--- src/rtl/bvf_pkg.sv ---
// ----------------------------------------------------------------------------
// bvf_pkg - shared types, constants and helpers for the bit vector finder
// Word geometry, action codes, memory request and result types, and the
// lowest-set-bit and lowest-set-flag priority encoders used by the find actions.
// ----------------------------------------------------------------------------
`default_nettype none

package bvf_pkg;

  // Word geometry of the store
  localparam int NUM_WORDS  = 32;
  localparam int WORD_BITS  = 32;
  localparam int WIDX_BITS  = $clog2(NUM_WORDS);
  localparam int SHIFT_BITS = $clog2(WORD_BITS);
  localparam int CNT_BITS   = 6;
  localparam int FOUND_BITS = 11;

  localparam logic [WORD_BITS-1:0] ALL_ONES   = 32'hFFFF_FFFF;
  localparam logic [WORD_BITS-1:0] ABOVE_MASK = 32'hFFFF_FFFE;

  // Action codes
  typedef enum logic [2:0] {
    ACT_TEST       = 3'd0,
    ACT_SET        = 3'd1,
    ACT_CLEAR      = 3'd2,
    ACT_FIND_FIRST = 3'd3,
    ACT_FIND_NEXT  = 3'd4,
    ACT_AND_WORD   = 3'd5,
    ACT_OR_WORD    = 3'd6,
    ACT_FILL       = 3'd7
  } action_t;

  // Sequencer states
  typedef enum logic [2:0] {
    ST_IDLE,
    ST_EXEC,
    ST_SCAN,
    ST_FILL,
    ST_HOLD
  } state_t;

  // One access to the word store
  typedef struct packed {
    logic                 rd_en;
    logic [WIDX_BITS-1:0] rd_addr;
    logic                 wr_en;
    logic [WIDX_BITS-1:0] wr_addr;
    logic [WORD_BITS-1:0] wr_data;
  } mem_req_t;

  // One result beat
  typedef struct packed {
    logic                  out_of_range;
    logic [WORD_BITS-1:0]  combined_word;
    logic [FOUND_BITS-1:0] found_index;
    logic                  bit_value;
  } result_t;

  // Position of the lowest set bit (0 for an all-zero word)
  function automatic logic [SHIFT_BITS-1:0] lowest_set(input logic [WORD_BITS-1:0] w);
    logic [SHIFT_BITS-1:0] pos;
    pos = '0;
    for (int i = WORD_BITS - 1; i >= 0; i--) begin
      if (w[i]) begin
        pos = SHIFT_BITS'(i);
      end
    end
    return pos;
  endfunction

  // Lowest set flag among the words: valid bit and word number
  function automatic logic [WIDX_BITS:0] first_flag(input logic [NUM_WORDS-1:0] f);
    logic                 hit;
    logic [WIDX_BITS-1:0] idx;
    hit = 1'b0;
    idx = '0;
    for (int i = NUM_WORDS - 1; i >= 0; i--) begin
      if (f[i]) begin
        hit = 1'b1;
        idx = WIDX_BITS'(i);
      end
    end
    return {hit, idx};
  endfunction

endpackage

`default_nettype wire

--- src/rtl/bit_vector_find_next.sv ---
// ----------------------------------------------------------------------------
// bit_vector_find_next - bit vector with find-first and find-next set bit
// Top level: configuration register, beat packing and the store/sequencer.
// ----------------------------------------------------------------------------
// Usage:
//   Input beats on in_* carry one action each: test, set or clear a bit,
//   find the first set bit, find the next set bit above bit_index, AND or
//   OR a word into the store, or fill all words in use. Every input beat
//   gives exactly one result beat on out_*.
//   cfg_wr_en/cfg_wr_data load words_in_use (0 acts as 1, above 32 as 32);
//   write it only while no action is in progress.
//   A fill writes one word per cycle through the single write port of the
//   word store, and a find next with nothing above its bit in its word
//   may fetch a second word. One action is worked on at a time; in_tready
//   returns when the result enters the output register.
//   Find actions use per-word nonzero flags to pick the word, then read it.
//   Reset clears the store to zeros (through per-word valid bits, no sweep)
//   and sets words_in_use to 32. When out_tready is low, the result waits
//   in the output register, a second one in a holding register, and no new
//   beat is taken until a result slot is free.
// ----------------------------------------------------------------------------
`default_nettype none

module bit_vector_find_next
  import bvf_pkg::*;
(
  input  wire logic        clk,
  input  wire logic        rst_n,
  // action, bit_index, word_index, operand_word, fill_value, zero pad
  input  wire logic [55:0] in_tdata,
  input  wire logic        in_tvalid,
  output logic             in_tready,
  // bit_value, found_index, combined_word, out_of_range, zero pad
  output logic [47:0]      out_tdata,
  output logic             out_tvalid,
  input  wire logic        out_tready,
  input  wire logic        cfg_wr_en,
  input  wire logic [5:0]  cfg_wr_data
);

  logic [CNT_BITS-1:0]  words_in_use_r, words_in_use_nxt;
  logic [CNT_BITS-1:0]  count;
  mem_req_t             mem_req;
  logic [WORD_BITS-1:0] rd_data;
  logic [NUM_WORDS-1:0] nz_flags;
  result_t              out_res;

  // Configuration register
  assign words_in_use_nxt = cfg_wr_en ? cfg_wr_data : words_in_use_r;

  always_ff @(posedge clk) begin
    if (!rst_n) begin
      words_in_use_r <= CNT_BITS'(32);
    end else begin
      words_in_use_r <= words_in_use_nxt;
    end
  end

  // Clamp to 1..NUM_WORDS
  always_comb begin
    if (words_in_use_r == '0) begin
      count = CNT_BITS'(1);
    end else if (words_in_use_r > CNT_BITS'(NUM_WORDS)) begin
      count = CNT_BITS'(NUM_WORDS);
    end else begin
      count = words_in_use_r;
    end
  end

  bvf_ctrl u_ctrl (
    .clk          (clk),
    .rst_n        (rst_n),
    .in_valid     (in_tvalid),
    .in_ready     (in_tready),
    .action       (action_t'(in_tdata[2:0])),
    .bit_index    (in_tdata[12:3]),
    .word_index   (in_tdata[17:13]),
    .operand_word (in_tdata[49:18]),
    .fill_value   (in_tdata[50]),
    .count        (count),
    .out_valid    (out_tvalid),
    .out_ready    (out_tready),
    .out_res      (out_res),
    .mem_req      (mem_req),
    .rd_data      (rd_data),
    .nz_flags     (nz_flags)
  );

  bvf_mem u_mem (
    .clk      (clk),
    .rst_n    (rst_n),
    .req      (mem_req),
    .rd_data  (rd_data),
    .nz_flags (nz_flags)
  );

  // Result beat packing
  assign out_tdata = {3'b000, out_res.out_of_range, out_res.combined_word,
                      out_res.found_index, out_res.bit_value};

endmodule

`default_nettype wire

--- src/rtl/bvf_mem.sv ---
// ----------------------------------------------------------------------------
// bvf_mem - word store of the bit vector
// Synchronous memory with one read and one write port and a registered
// read. Per-word valid bits make unwritten words read as zero after reset;
// per-word nonzero flags feed the word-level search of the find actions.
// ----------------------------------------------------------------------------
`default_nettype none

module bvf_mem
  import bvf_pkg::*;
(
  input  wire logic                 clk,
  input  wire logic                 rst_n,
  input  wire mem_req_t             req,
  output logic [WORD_BITS-1:0]      rd_data,
  output logic [NUM_WORDS-1:0]      nz_flags
);

  logic [WORD_BITS-1:0] mem [NUM_WORDS];
  logic [WORD_BITS-1:0] rd_q_r;
  logic                 rd_vld_r;
  logic [NUM_WORDS-1:0] valid_r;
  logic [NUM_WORDS-1:0] nz_r;

  // Memory array: write port and registered read port
  always_ff @(posedge clk) begin
    if (req.wr_en) begin
      mem[req.wr_addr] <= req.wr_data;
    end
    if (req.rd_en) begin
      rd_q_r <= mem[req.rd_addr];
    end
  end

  // Valid and nonzero flags per word
  always_ff @(posedge clk) begin
    if (!rst_n) begin
      valid_r  <= '0;
      nz_r     <= '0;
      rd_vld_r <= 1'b0;
    end else begin
      if (req.wr_en) begin
        valid_r[req.wr_addr] <= 1'b1;
        nz_r[req.wr_addr]    <= |req.wr_data;
      end
      if (req.rd_en) begin
        rd_vld_r <= valid_r[req.rd_addr];
      end
    end
  end

  // A word never written reads as zero
  assign rd_data  = rd_vld_r ? rd_q_r : '0;
  assign nz_flags = nz_r;

endmodule

`default_nettype wire

--- src/rtl/bvf_ctrl.sv ---
// ----------------------------------------------------------------------------
// bvf_ctrl - action sequencer of the bit vector finder
// Takes one beat at a time, drives read-modify-write accesses to the word
// store, runs the fill sweep and holds the result in the output register.
// ----------------------------------------------------------------------------
`default_nettype none

module bvf_ctrl
  import bvf_pkg::*;
(
  input  wire logic                 clk,
  input  wire logic                 rst_n,
  // input beat
  input  wire logic                 in_valid,
  output logic                      in_ready,
  input  wire action_t              action,
  input  wire logic [9:0]           bit_index,
  input  wire logic [WIDX_BITS-1:0] word_index,
  input  wire logic [WORD_BITS-1:0] operand_word,
  input  wire logic                 fill_value,
  // active word count, 1..NUM_WORDS
  input  wire logic [CNT_BITS-1:0]  count,
  // result beat
  output logic                      out_valid,
  input  wire logic                 out_ready,
  output result_t                   out_res,
  // word store
  output mem_req_t                  mem_req,
  input  wire logic [WORD_BITS-1:0] rd_data,
  input  wire logic [NUM_WORDS-1:0] nz_flags
);

  state_t                state_r, state_nxt;
  action_t               act_r, act_nxt;
  logic [SHIFT_BITS-1:0] pos_r, pos_nxt;
  logic [WIDX_BITS-1:0]  addr_r, addr_nxt;
  logic                  bad_r, bad_nxt;
  logic                  cand_vld_r, cand_vld_nxt;
  logic [WIDX_BITS-1:0]  cand_r, cand_nxt;
  logic [WORD_BITS-1:0]  opnd_r, opnd_nxt;
  logic                  fill_r, fill_nxt;
  logic [WIDX_BITS-1:0]  fcnt_r, fcnt_nxt;
  result_t               res_r, res_nxt;
  result_t               out_r, out_nxt;
  logic                  out_valid_r, out_valid_nxt;

  logic [WIDX_BITS-1:0]  word_sel;
  logic                  bit_bad, word_bad;
  logic [NUM_WORDS-1:0]  active_mask, above_mask;
  logic [WIDX_BITS:0]    first_any, first_above;
  logic [WORD_BITS-1:0]  bit_mask, masked, new_word;
  logic [FOUND_BITS-1:0] none_index;
  logic                  res_ready, out_free;
  result_t               res;

  // Index decode and word-level search masks
  always_comb begin
    word_sel = bit_index[9:SHIFT_BITS];
    bit_bad  = {1'b0, word_sel} >= count;
    word_bad = {1'b0, word_index} >= count;
    for (int i = 0; i < NUM_WORDS; i++) begin
      active_mask[i] = CNT_BITS'(i) < count;
      above_mask[i]  = WIDX_BITS'(i) > word_sel;
    end
    first_any   = first_flag(nz_flags & active_mask);
    first_above = first_flag(nz_flags & active_mask & above_mask);
  end

  assign none_index = {count, {SHIFT_BITS{1'b0}}};
  assign bit_mask   = WORD_BITS'(1) << pos_r;
  assign masked     = rd_data & (ABOVE_MASK << pos_r);
  assign out_free   = !out_valid_r || out_ready;
  assign in_ready   = (state_r == ST_IDLE);

  // Next state, store accesses and result
  always_comb begin
    state_nxt    = state_r;
    act_nxt      = act_r;
    pos_nxt      = pos_r;
    addr_nxt     = addr_r;
    bad_nxt      = bad_r;
    cand_vld_nxt = cand_vld_r;
    cand_nxt     = cand_r;
    opnd_nxt     = opnd_r;
    fill_nxt     = fill_r;
    fcnt_nxt     = fcnt_r;
    mem_req      = '0;
    res          = '0;
    res_ready    = 1'b0;
    new_word     = rd_data;

    unique case (state_r)
      ST_IDLE: begin
        if (in_valid) begin
          act_nxt      = action;
          pos_nxt      = bit_index[SHIFT_BITS-1:0];
          opnd_nxt     = operand_word;
          fill_nxt     = fill_value;
          fcnt_nxt     = '0;
          addr_nxt     = word_sel;
          bad_nxt      = bit_bad;
          cand_vld_nxt = 1'b0;
          cand_nxt     = '0;
          state_nxt    = ST_EXEC;
          unique case (action)
            ACT_TEST, ACT_SET, ACT_CLEAR: begin
              mem_req.rd_en   = !bit_bad;
              mem_req.rd_addr = word_sel;
            end
            ACT_FIND_FIRST: begin
              bad_nxt         = 1'b0;
              cand_vld_nxt    = first_any[WIDX_BITS];
              cand_nxt        = first_any[WIDX_BITS-1:0];
              mem_req.rd_en   = first_any[WIDX_BITS];
              mem_req.rd_addr = first_any[WIDX_BITS-1:0];
            end
            ACT_FIND_NEXT: begin
              cand_vld_nxt    = first_above[WIDX_BITS];
              cand_nxt        = first_above[WIDX_BITS-1:0];
              mem_req.rd_en   = !bit_bad;
              mem_req.rd_addr = word_sel;
            end
            ACT_AND_WORD, ACT_OR_WORD: begin
              addr_nxt        = word_index;
              bad_nxt         = word_bad;
              mem_req.rd_en   = !word_bad;
              mem_req.rd_addr = word_index;
            end
            ACT_FILL: begin
              bad_nxt   = 1'b0;
              state_nxt = ST_FILL;
            end
            default: ;
          endcase
        end
      end

      ST_EXEC: begin
        res_ready        = 1'b1;
        res.out_of_range = bad_r;
        case (act_r)
          ACT_TEST: begin
            res.bit_value = !bad_r && rd_data[pos_r];
          end
          ACT_SET, ACT_CLEAR: begin
            new_word        = (act_r == ACT_SET) ? (rd_data | bit_mask)
                                                 : (rd_data & ~bit_mask);
            mem_req.wr_en   = !bad_r;
            mem_req.wr_addr = addr_r;
            mem_req.wr_data = new_word;
          end
          ACT_AND_WORD, ACT_OR_WORD: begin
            new_word          = (act_r == ACT_AND_WORD) ? (rd_data & opnd_r)
                                                        : (rd_data | opnd_r);
            mem_req.wr_en     = !bad_r;
            mem_req.wr_addr   = addr_r;
            mem_req.wr_data   = new_word;
            res.combined_word = bad_r ? '0 : new_word;
          end
          ACT_FIND_FIRST: begin
            res.found_index = cand_vld_r ? {1'b0, cand_r, lowest_set(rd_data)} : none_index;
          end
          ACT_FIND_NEXT: begin
            if (bad_r) begin
              res.found_index = none_index;
            end else if (masked != '0) begin
              res.found_index = {1'b0, addr_r, lowest_set(masked)};
            end else if (cand_vld_r) begin
              // nothing above in this word: fetch the next nonzero word
              res_ready       = 1'b0;
              mem_req.rd_en   = 1'b1;
              mem_req.rd_addr = cand_r;
              state_nxt       = ST_SCAN;
            end else begin
              res.found_index = none_index;
            end
          end
          default: ;
        endcase
      end

      ST_SCAN: begin
        res_ready       = 1'b1;
        res.found_index = {1'b0, cand_r, lowest_set(rd_data)};
      end

      // One word a cycle over the words in use
      ST_FILL: begin
        mem_req.wr_en   = 1'b1;
        mem_req.wr_addr = fcnt_r;
        mem_req.wr_data = fill_r ? ALL_ONES : '0;
        if ({1'b0, fcnt_r} == count - CNT_BITS'(1)) begin
          res_ready = 1'b1;
        end else begin
          fcnt_nxt = fcnt_r + WIDX_BITS'(1);
        end
      end

      ST_HOLD: begin
        res_ready = 1'b1;
        res       = res_r;
      end

      default: state_nxt = ST_IDLE;
    endcase

    // Hand the result to the output register, or park it
    res_nxt       = res_r;
    out_nxt       = out_r;
    out_valid_nxt = out_valid_r && !out_ready;
    if (res_ready) begin
      if (out_free) begin
        out_nxt       = res;
        out_valid_nxt = 1'b1;
        state_nxt     = ST_IDLE;
      end else begin
        res_nxt   = res;
        state_nxt = ST_HOLD;
      end
    end
  end

  // Control registers
  always_ff @(posedge clk) begin
    if (!rst_n) begin
      state_r     <= ST_IDLE;
      out_valid_r <= 1'b0;
    end else begin
      state_r     <= state_nxt;
      out_valid_r <= out_valid_nxt;
    end
  end

  // Payload registers
  always_ff @(posedge clk) begin
    act_r      <= act_nxt;
    pos_r      <= pos_nxt;
    addr_r     <= addr_nxt;
    bad_r      <= bad_nxt;
    cand_vld_r <= cand_vld_nxt;
    cand_r     <= cand_nxt;
    opnd_r     <= opnd_nxt;
    fill_r     <= fill_nxt;
    fcnt_r     <= fcnt_nxt;
    res_r      <= res_nxt;
    out_r      <= out_nxt;
  end

  assign out_valid = out_valid_r;
  assign out_res   = out_r;

endmodule

`default_nettype wire

--- config.mk ---
export PLATFORM = sky130hd
export DESIGN_NAME = bit_vector_find_next
export DESIGN_NICKNAME = d
export VERILOG_FILES = /design/src/rtl/bvf_pkg.sv /design/src/rtl/bit_vector_find_next.sv /design/src/rtl/bvf_mem.sv /design/src/rtl/bvf_ctrl.sv
export SDC_FILE = /design/constraint.sdc
export NUM_CORES = 2
export LEC_CHECK = 0
export ABC_AREA = 1
export BUFFER_PORTS_ARGS = -buffer_cell sky130_fd_sc_hd__buf_2
export CORE_ASPECT_RATIO = 0.6
export CORE_MARGIN = 1
export CORE_UTILIZATION = 60
export CTS_CLUSTER_SIZE = 12
export DETAILED_ROUTE_END_ITERATION = 8
export GPL_TIMING_DRIVEN = 1
export PLACE_DENSITY_LB_ADDON = 0.3
export SLEW_MARGIN = 10
export SYNTH_ARGS = -nofsm -noshare
export SYNTH_HDL_FRONTEND = slang
export SYNTH_SLANG_ARGS = --single-unit
--- constraint.sdc ---
create_clock -name clk -period 8.2 [get_ports clk]
set_input_delay 1.64 -clock clk [delete_from_list [all_inputs] [get_ports clk]]
set_output_delay 1.64 -clock clk [all_outputs]
set_load 0.005 [all_outputs]
Word-level counts from Yosys, hierarchy flattened
Memory sizes are Yosys's and may differ from the RTL's. A register that Yosys moved wholly into a read port is not among the register bits.
Cells that the tools add are included.
{"block": "op_classes", "addsub": 2, "n_lt_le_gt_ge": 71, "n_eq_ne": 26, "n_shift": 2, "n_mux": 251, "bitwise": 10, "reduce_logical": 28}
{"op": "2-to-1 mux 5 bit", "count": 131}
{"op": "2-to-1 mux 32 bit", "count": 6}
{"op": "AND 32 bit", "count": 5}
{"op": "case mux 38 bit (2 select lines)", "count": 2}
{"op": "< comparator 5 x 6 -> 1 bit, first input constant", "count": 16}
{"op": "bitwise OR 32 bit", "count": 3}
{"op": "> comparator 5 bit, first input constant", "count": 16}
{"op": "2-to-1 mux 1 bit", "count": 77}
{"op": "case mux 33 bit (2 select lines)", "count": 1}
{"op": "< comparator 4 x 6 -> 1 bit, first input constant", "count": 8}
{"op": "2-to-1 mux 11 bit", "count": 4}
{"op": "2-to-1 mux 6 bit", "count": 7}
{"op": "> comparator 4 x 5 -> 1 bit, first input constant", "count": 8}
{"op": "case mux 11 bit (3 select lines)", "count": 1}
{"op": "bitwise mux 32 bit", "count": 1}
{"op": "inverter 32 bit", "count": 1}
{"op": "nonzero test 32 bit", "count": 1}
{"op": "OR reduction 32 bit", "count": 1}
{"op": "left shift 1 x 5 -> 32 bit, first input constant", "count": 1}
{"op": "left shift 32 x 5 -> 32 bit, first input constant", "count": 1}
{"op": "== test 3 bit, second input constant", "count": 8}
{"op": "< comparator 3 x 6 -> 1 bit, first input constant", "count": 4}
{"op": "case mux 11 bit (2 select lines)", "count": 1}
{"op": "2-to-1 mux 3 bit", "count": 7}
{"op": "other kinds (41)", "count": 79}
{"block": "word_totals", "register_bits": 223, "ram_bits": 1024, "output_inout_bits": 50, "mem_count": 1}
{"memory": "u_mem.mem", "words": 32, "width": 32, "read_ports": 1, "rd_ports_with_merged_regs": 1, "write_ports": 1, "line_no": "bvf_mem.sv:19", "rtl": "logic [WORD_BITS-1:0] mem [NUM_WORDS];"}

Logic depth before layout (Yosys ltp)
{"block": "depth", "word_depth": 42, "ltp_mapped": 52}

By module
From an unflattened synthesis, not the netlist that was laid out.
{"block": "hier_totals", "cells_unflattened": 5193, "area_unflattened_um2": 55714.7}
{"module": "bvf_mem", "n_inst": 1, "cells_each": 3715, "area_per_inst_um2": 44943.1, "seq_area_each_um2": 33011.7}
{"module": "bvf_ctrl", "n_inst": 1, "cells_each": 1432, "area_per_inst_um2": 10477.5, "seq_area_each_um2": 4524.3}
{"module": "bit_vector_find_next", "n_inst": 1, "cells_each": 46, "area_per_inst_um2": 294.0, "seq_area_each_um2": 120.1}

Worst setup path before layout
No wires, ideal clock.
{"block": "synth_timing", "kind": "reg-to-reg", "from": "register words_in_use_r[2]", "to": "register u_ctrl.res_r[0] (netlist name), enable pin", "t_arrival_ps": 5256, "setup_slack_ps": 2441, "path_stages_with_launch": 14, "path_buffers": 1, "path_cell_list": "dfxtp_1 buf_2 nor2_1 nand3_1 a21oi_1 inv_1 ha_1 xnor2_1 xor2_1 nor4_1 a311oi_1 nand2_1 inv_1 nor3_1"}
{"block": "synth_via", "elab_chain_cells": 8, "elab_cells_between_ends": 9, "classes_between": "1 x add/sub; 1 x order compare; 1 x eq/ne; 4 x mux; 2 x reduce/logical"}
{"item": "from (decl)", "line_no": "bit_vector_find_next.sv:41", "rtl": "logic [CNT_BITS-1:0] words_in_use_r, words_in_use_nxt;"}
{"item": "from (signal assigned)", "line_no": "bit_vector_find_next.sv:55", "rtl": "words_in_use_r <= words_in_use_nxt;"}
{"item": "> comparator 6 bit", "line_no": "bit_vector_find_next.sv:63", "rtl": "end else if (words_in_use_r > CNT_BITS'(NUM_WORDS)) begin"}
{"item": "2-to-1 mux 6 bit", "line_no": "bit_vector_find_next.sv:63"}
{"item": "2-to-1 mux 6 bit (*)", "line_no": "bit_vector_find_next.sv:61", "rtl": "if (words_in_use_r == '0) begin"}
{"item": "subtractor 6 x 1 -> 6 bit (*)", "line_no": "bvf_ctrl.sv:192", "rtl": "if ({1'b0, fcnt_r} == count - CNT_BITS'(1)) begin"}
{"item": "== test 5 x 6 -> 1 bit (*)", "line_no": "bvf_ctrl.sv:192"}
{"item": "2-to-1 mux 1 bit (*)", "line_no": "bvf_ctrl.sv:192"}
{"item": "case mux 1 bit (3 select lines) (*)", "line_no": "bvf_ctrl.sv:92", "rtl": "unique case (state_r)"}
{"item": "AND reduction 2 bit (no line) (*)"}
{"item": "to (signal assigned)", "line_no": "bvf_ctrl.sv:245", "rtl": "res_r <= res_nxt;"}
{"item": "to (decl)", "line_no": "bvf_ctrl.sv:43", "rtl": "result_t res_r, res_nxt;"}
Mark *: on every way between the ends. The rest lies on a longest branch, timed or not.
A chain may end at the register's enable or synchronous reset.

Worst setup path in the final report
{"block": "layout_timing", "from": "register words_in_use_r[5]", "to": "register u_mem.rd_q_r[4] (read register of u_mem.mem), data pin"}
{"block": "layout_via", "elab_chain_cells": 40, "elab_cells_between_ends": 108, "classes_between": "35 x order compare; 69 x mux; 1 x bitwise; 3 x reduce/logical"}
{"item": "> comparator 6 bit", "line_no": "bit_vector_find_next.sv:63"}
{"item": "2-to-1 mux 6 bit", "line_no": "bit_vector_find_next.sv:63"}
{"item": "2-to-1 mux 6 bit (*)", "line_no": "bit_vector_find_next.sv:61"}
{"item": "< comparator 5 x 6 -> 1 bit", "line_no": "bvf_ctrl.sv:62", "rtl": "active_mask[i] = CNT_BITS'(i) < count;"}
{"item": "AND 32 bit", "line_no": "bvf_ctrl.sv:65", "rtl": "first_any = first_flag(nz_flags & active_mask);"}
{"item": "2-to-1 mux 5 bit / 2-to-1 mux 1 bit (equally long branches) (32 in a row)", "line_no": "bvf_pkg.sv:78", "rtl": "if (f[i]) begin"}
{"item": "case mux 6 bit (3 select lines) (*)", "line_no": "bvf_ctrl.sv:105", "rtl": "unique case (action)"}
{"item": "2-to-1 mux 6 bit (*)", "line_no": "bvf_ctrl.sv:94", "rtl": "if (in_valid) begin"}
{"item": "case mux 6 bit (2 select lines) (*)", "line_no": "bvf_ctrl.sv:92"}
{"item": "to (decl)", "line_no": "bvf_mem.sv:20", "rtl": "logic [WORD_BITS-1:0] rd_q_r;"}
Marked as above.

==> impl_results.html <==
<table>
<tr><th>Metric</th><th>Value</th></tr>
<tr><th colspan="2">Run status</th></tr>
<tr><td>Run status</td><td>finished, final reports clean</td></tr>
<tr><th colspan="2">Critical path</th></tr>
<tr><td>Library cell contributing the largest single delay on the critical path</td><td>sky130_fd_sc_hd__dfxtp_1</td></tr>
<tr><td>Arrival time at the worst endpoint</td><td>between 6000 and 7000 ps</td></tr>
<tr><td>CP endpoint kind</td><td>register</td></tr>
<tr><td>Data required time at the worst endpoint</td><td>a little under 9000 ps</td></tr>
<tr><td>Setup crit start kind</td><td>register</td></tr>
<tr><td>Terminus of the critical flop-to-flop path</td><td>u_mem.rd_q_r[4]</td></tr>
<tr><td>R2r startpoint</td><td>words_in_use_r[5]</td></tr>
<tr><td>Slowest cell delay on critical path</td><td>790 ps</td></tr>
<tr><td>Number of cells on the worst reg-to-reg path</td><td>46</td></tr>
<tr><td>Worst-path fanout max</td><td>between 90 and 100</td></tr>
<tr><td>Cell type with the highest occurrence count on the critical path</td><td>sky130_fd_sc_hd__nand2_1</td></tr>
<tr><td>Crit Path Category</td><td>register to register</td></tr>
<tr><td>Flop2flop setup slack</td><td>approximately 1700 ps</td></tr>
<tr><th colspan="2">Floorplan</th></tr>
<tr><td>Height of the chip</td><td>roughly 240 um</td></tr>
<tr><td>Starting Density</td><td>0.607</td></tr>
<tr><td>Placement row count</td><td>86</td></tr>
<tr><td>Area of the die</td><td>0.0943 mm2</td></tr>
<tr><td>Number of ports placed on the die boundary</td><td>117</td></tr>
<tr><td>CORE AREA</td><td>0.0920 mm2</td></tr>
<tr><td>Horizontal die dimension</td><td>396 um</td></tr>
<tr><th colspan="2">Logic synthesis</th></tr>
<tr><td>Cell area after technology mapping</td><td>0.0558 mm2</td></tr>
<tr><td>Post-synthesis sequential element count</td><td>approximately 1300</td></tr>
<tr><td>Synthesized netlist cell count</td><td>4914</td></tr>
<tr><td>Count of flip-flops with a built-in enable after synthesis</td><td>1204</td></tr>
<tr><td>Proportion of synthesized chip area in sequential cells</td><td>0.675</td></tr>
<tr><td>Main synth FF type</td><td>sky130_fd_sc_hd__edfxtp_1</td></tr>
<tr><td>Mean instance size in the synthesized netlist</td><td>11.4 um2</td></tr>
<tr><td>Share of synthesized flip-flops with an asynchronous set or reset</td><td>0</td></tr>
<tr><td>Main area contributors after synthesis</td><td>sky130_fd_sc_hd__edfxtp_1, sky130_fd_sc_hd__o211ai_1, sky130_fd_sc_hd__nand2_1</td></tr>
<tr><td>Count of synthesis-stage warnings from yosys</td><td>0</td></tr>
<tr><td>Area share of the largest cell type after synthesis</td><td>0.648</td></tr>
<tr><td>Largest area contributor in the netlist</td><td>sky130_fd_sc_hd__edfxtp_1</td></tr>
<tr><td>Unique cell type count in the Yosys netlist</td><td>55</td></tr>
<tr><th colspan="2">Detailed routing</th></tr>
<tr><td>Detailed Route WL</td><td>159 mm</td></tr>
<tr><td>Number of detailed-route iterations in the first pass</td><td>6</td></tr>
<tr><td>Routed vias/inst</td><td>6.36</td></tr>
<tr><td>Initial detailed-routing violation count</td><td>5560</td></tr>
<tr><td>Final ANT Viol Nets</td><td>0</td></tr>
<tr><td>Via count</td><td>approximately 40000</td></tr>
<tr><td>Residual DRC</td><td>0</td></tr>
<tr><td>Post-detailed-route wirelength per cell</td><td>25.6 um</td></tr>
<tr><th colspan="2">STA</th></tr>
<tr><td>Clk_skew</td><td>27.1 ps</td></tr>
<tr><td>Final critical delay including setup and external delays</td><td>6540 ps</td></tr>
<tr><td>Aggregate negative setup slack</td><td>0 ps</td></tr>
<tr><td>Setup repair after global routing missed its margin</td><td>false</td></tr>
<tr><td>Final setup violation count</td><td>0</td></tr>
<tr><td>Slew Limit Headroom</td><td>0.145</td></tr>
<tr><td>Maximum frequency from static timing analysis</td><td>153 MHz</td></tr>
<tr><td>Final number of max-transition violations</td><td>0</td></tr>
<tr><td>Hold Worst Slack</td><td>464 ps</td></tr>
<tr><td>Final-report hold violation count</td><td>0</td></tr>
<tr><td>Worst Max-Slew Pin Slew</td><td>1280 ps</td></tr>
<tr><td>Portion of the clock cycle consumed by the worst path in the final layout</td><td>0.797</td></tr>
<tr><th colspan="2">Global routing</th></tr>
<tr><td>Vias in the first global route</td><td>between 30000 and 40000</td></tr>
<tr><td>Overall routing resource usage</td><td>0.334</td></tr>
<tr><td>Antenna violations before repair</td><td>2</td></tr>
<tr><td>Wire length of the first global-routing pass</td><td>232 mm</td></tr>
<tr><td>Pin count of the biggest net entering global routing</td><td>~130</td></tr>
<tr><td>Total gr overflow</td><td>0</td></tr>
<tr><th colspan="2">Flow run</th></tr>
<tr><td>Max-cap violations</td><td>0</td></tr>
<tr><th colspan="2">Placement</th></tr>
<tr><td>Final GP Congestion</td><td>1.02</td></tr>
<tr><td>Number of placed cells counting well taps</td><td>6072</td></tr>
<tr><td>Post-detailed-placement half-perimeter wirelength</td><td>90.3 mm</td></tr>
<tr><td>Port Buffer Count</td><td>108</td></tr>
<tr><th colspan="2">Clock tree</th></tr>
<tr><td>Number of clock sinks</td><td>about 1300</td></tr>
<tr><td>Hold-fix buffers, CTS</td><td>0</td></tr>
<tr><td>Count of instances resized after the clock tree is built</td><td>0</td></tr>
<tr><td>Maximum level of the CTS H-tree</td><td>3</td></tr>
<tr><td>Clk slew on worst S/H paths</td><td>60 ps</td></tr>
<tr><td>Clock latency on the worst-skew pair</td><td>roughly 730 ps</td></tr>
<tr><td>TritonCTS clock tree</td><td>yes</td></tr>
<tr><td>Maximum count of clock buffers along a single path</td><td>3</td></tr>
<tr><td>Clock buffer count from CTS</td><td>119</td></tr>
<tr><td>Number of buffers inserted to repair setup after CTS</td><td>0</td></tr>
<tr><td>CTS Root Buffer Type</td><td>sky130_fd_sc_hd__clkbuf_16</td></tr>
<tr><th colspan="2">Min path</th></tr>
<tr><td>Hold-critical path depth</td><td>2</td></tr>
<tr><td>Launch instance of the worst min-delay path</td><td>u_mem.valid_r[16]</td></tr>
<tr><td>End point of the worst hold path</td><td>u_mem.valid_r[16]</td></tr>
<tr><td>Type of the worst min-delay path</td><td>register to register</td></tr>
<tr><th colspan="2">Power and ir drop</th></tr>
<tr><td>P_int</td><td>0.0117 W</td></tr>
<tr><td>Clock power share</td><td>0.290</td></tr>
<tr><td>Power Density</td><td>282 mW/mm2</td></tr>
<tr><td>Share of total power in combinational logic</td><td>0.236</td></tr>
<tr><td>Sequential group share of total power</td><td>0.473</td></tr>
<tr><td>Net Switching</td><td>0.00547 W</td></tr>
<tr><td>Lkg Pwr</td><td>between 20 and 25 nW</td></tr>
<tr><td>Switching power share of the total</td><td>0.319</td></tr>
<tr><td>Worst vdd ir</td><td>roughly 0.19 mV</td></tr>
<tr><th colspan="2">Cells and area</th></tr>
<tr><td>Fill count</td><td>approximately 6700</td></tr>
<tr><td>Fin nets</td><td>between 5000 and 6000</td></tr>
<tr><td>Layout overhead on the synthesized area</td><td>9.11%</td></tr>
<tr><td>Share of layout cells above drive strength 1</td><td>0.0985</td></tr>
<tr><td>ANT cells</td><td>0</td></tr>
<tr><td>Layout Cells excl Fill</td><td>6228</td></tr>
</table>
-- state kept, by name, summed over array words and instances, names as in the netlist, 3 cells and up --
name            flops
u_mem.nz_flags     32
u_ctrl.res_r       45
u_ctrl.out_res     45
u_ctrl.cand_r       5
u_mem.mem        1024
u_ctrl.addr_r       5
u_ctrl.act_r        3
u_mem.valid_r      32
u_ctrl.pos_r        5
u_ctrl.state_r      3
u_ctrl.fcnt_r       5
u_ctrl.opnd_r      32
words_in_use_r      6
u_mem.rd_q_r       32
-- cell usage in the layout, fill, tap and decap left out, types with 18 or more instances in the layout --
cell type / synthesis / final
sky130_fd_sc_hd__buf_4: 21 / 83
sky130_fd_sc_hd__inv_1: 435 / 432
sky130_fd_sc_hd__or2_2: 92 / 92
sky130_fd_sc_hd__buf_2: 35 / 108
sky130_fd_sc_hd__nand3_1: 204 / 204
sky130_fd_sc_hd__o22ai_1: 18 / 18
sky130_fd_sc_hd__o211ai_1: 589 / 589
sky130_fd_sc_hd__nor2_1: 508 / 473
sky130_fd_sc_hd__nor2_4: 0 / 35
sky130_fd_sc_hd__o21ai_0: 433 / 431
sky130_fd_sc_hd__dfxtp_1: 75 / 75
sky130_fd_sc_hd__edfxtp_1: 1204 / 1204
sky130_fd_sc_hd__a21oi_1: 90 / 90
sky130_fd_sc_hd__nand2_1: 805 / 803
sky130_fd_sc_hd__nor3_1: 40 / 36
sky130_fd_sc_hd__clkbuf_1: 166 / 22
sky130_fd_sc_hd__clkbuf_16: 0 / 121
-- per-stage QoR --
stage	power (W)	util	cell area, um2	setup slack [ps]
after floorplan	0.0107	-	55800	2440
after global routing	0.0178	0.662	60900	1180
after global placement	0.0121	0.626	57600	1960
final	0.0172	0.662	60900	1660
after detailed placement	0.0122	0.626	57600	1940
after CTS	0.0171	0.662	60900	1840
-- power groups by stage --
stage | clock network (W) | logic, W | registers, W
finish | 0.00498 | 0.00406 | 0.00812
CTS | 0.00501 | 0.00396 | 0.00811
detailed placement | 0 | 0.00393 | 0.00825
floorplan | 0 | 0.00253 | 0.00820
global placement | 0 | 0.00385 | 0.00824
global route | 0.00525 | 0.00439 | 0.00814
-- how the worst max path moves through the flow --
stage	start	end	slack [ps]	cells after the start
detailed placement	words_in_use_r[5]	u_mem.rd_q_r[0]	1940	46
finish	words_in_use_r[5]	u_mem.rd_q_r[4]	1660	46
global route	words_in_use_r[2]	u_mem.rd_q_r[4]	1180	48
CTS	words_in_use_r[5]	u_mem.rd_q_r[4]	1840	46
floorplan	words_in_use_r[2]	u_ctrl.res_r[0]	2440	13
global placement	words_in_use_r[5]	u_mem.rd_q_r[0]	1960	46
-- area by class of cell --
cell class	instances	area, um2	area share
clock inverter	12	176	0.00290
inverter	444	1680	0.0276
tap	1232	1540	0.0253
sequential	1279	37700	0.618
timing repair buffer	205	1440	0.0237
multi-input combinational	2912	15300	0.251
clock buffer	144	3120	0.0513
-- layer usage --
metal / share of wire / wire (um) / vias up / track usage
met4: 0.034 / 5440 / 0 / 0.110
met1: 0.41 / 65200 / 19001 / 0.507
met3: 0.14 / 22600 / 357 / 0.0895
li1: - / - / 17663 / -
met5: 0 / 0 / - / 0
met2: 0.41 / 65800 / 2567 / 0.467
-- critical path: cells and delay by family, from the launching register on --
family,cells,cell delay (ps)
adder cells (fa/ha/maj),1,400
flip-flops,1,790
buffers and inverters,4,1260
AND/OR/NAND/NOR,39,3490
AO/OA/AOI/OAI,2,240
-- kinds of logic after synthesis --
family,share of synthesized area
simple gates,0.126
compound gates,0.137
flops,0.675
other cells,0.0000672
buf+inv,0.0579
fa+ha+maj,0.00336
xor+xnor,0.00157
-- synth_stat cells (15+ instances only) --
cell                       number
sky130_fd_sc_hd__nand3_1      204
sky130_fd_sc_hd__clkbuf_1     166
sky130_fd_sc_hd__edfxtp_1    1204
sky130_fd_sc_hd__nand2_1      805
sky130_fd_sc_hd__buf_6         42
sky130_fd_sc_hd__o21ai_0      433
sky130_fd_sc_hd__buf_2         35
sky130_fd_sc_hd__dfxtp_1       75
sky130_fd_sc_hd__a21oi_1       90
sky130_fd_sc_hd__inv_1        435
sky130_fd_sc_hd__o31ai_1       16
sky130_fd_sc_hd__nor4_1        16
sky130_fd_sc_hd__o211ai_1     589
sky130_fd_sc_hd__nor2_1       508
sky130_fd_sc_hd__or2_2         92
sky130_fd_sc_hd__nor3_1        40
sky130_fd_sc_hd__o22ai_1       18
sky130_fd_sc_hd__buf_4         21
sky130_fd_sc_hd__ha_1          15
(Power assumes the default switching activity.)
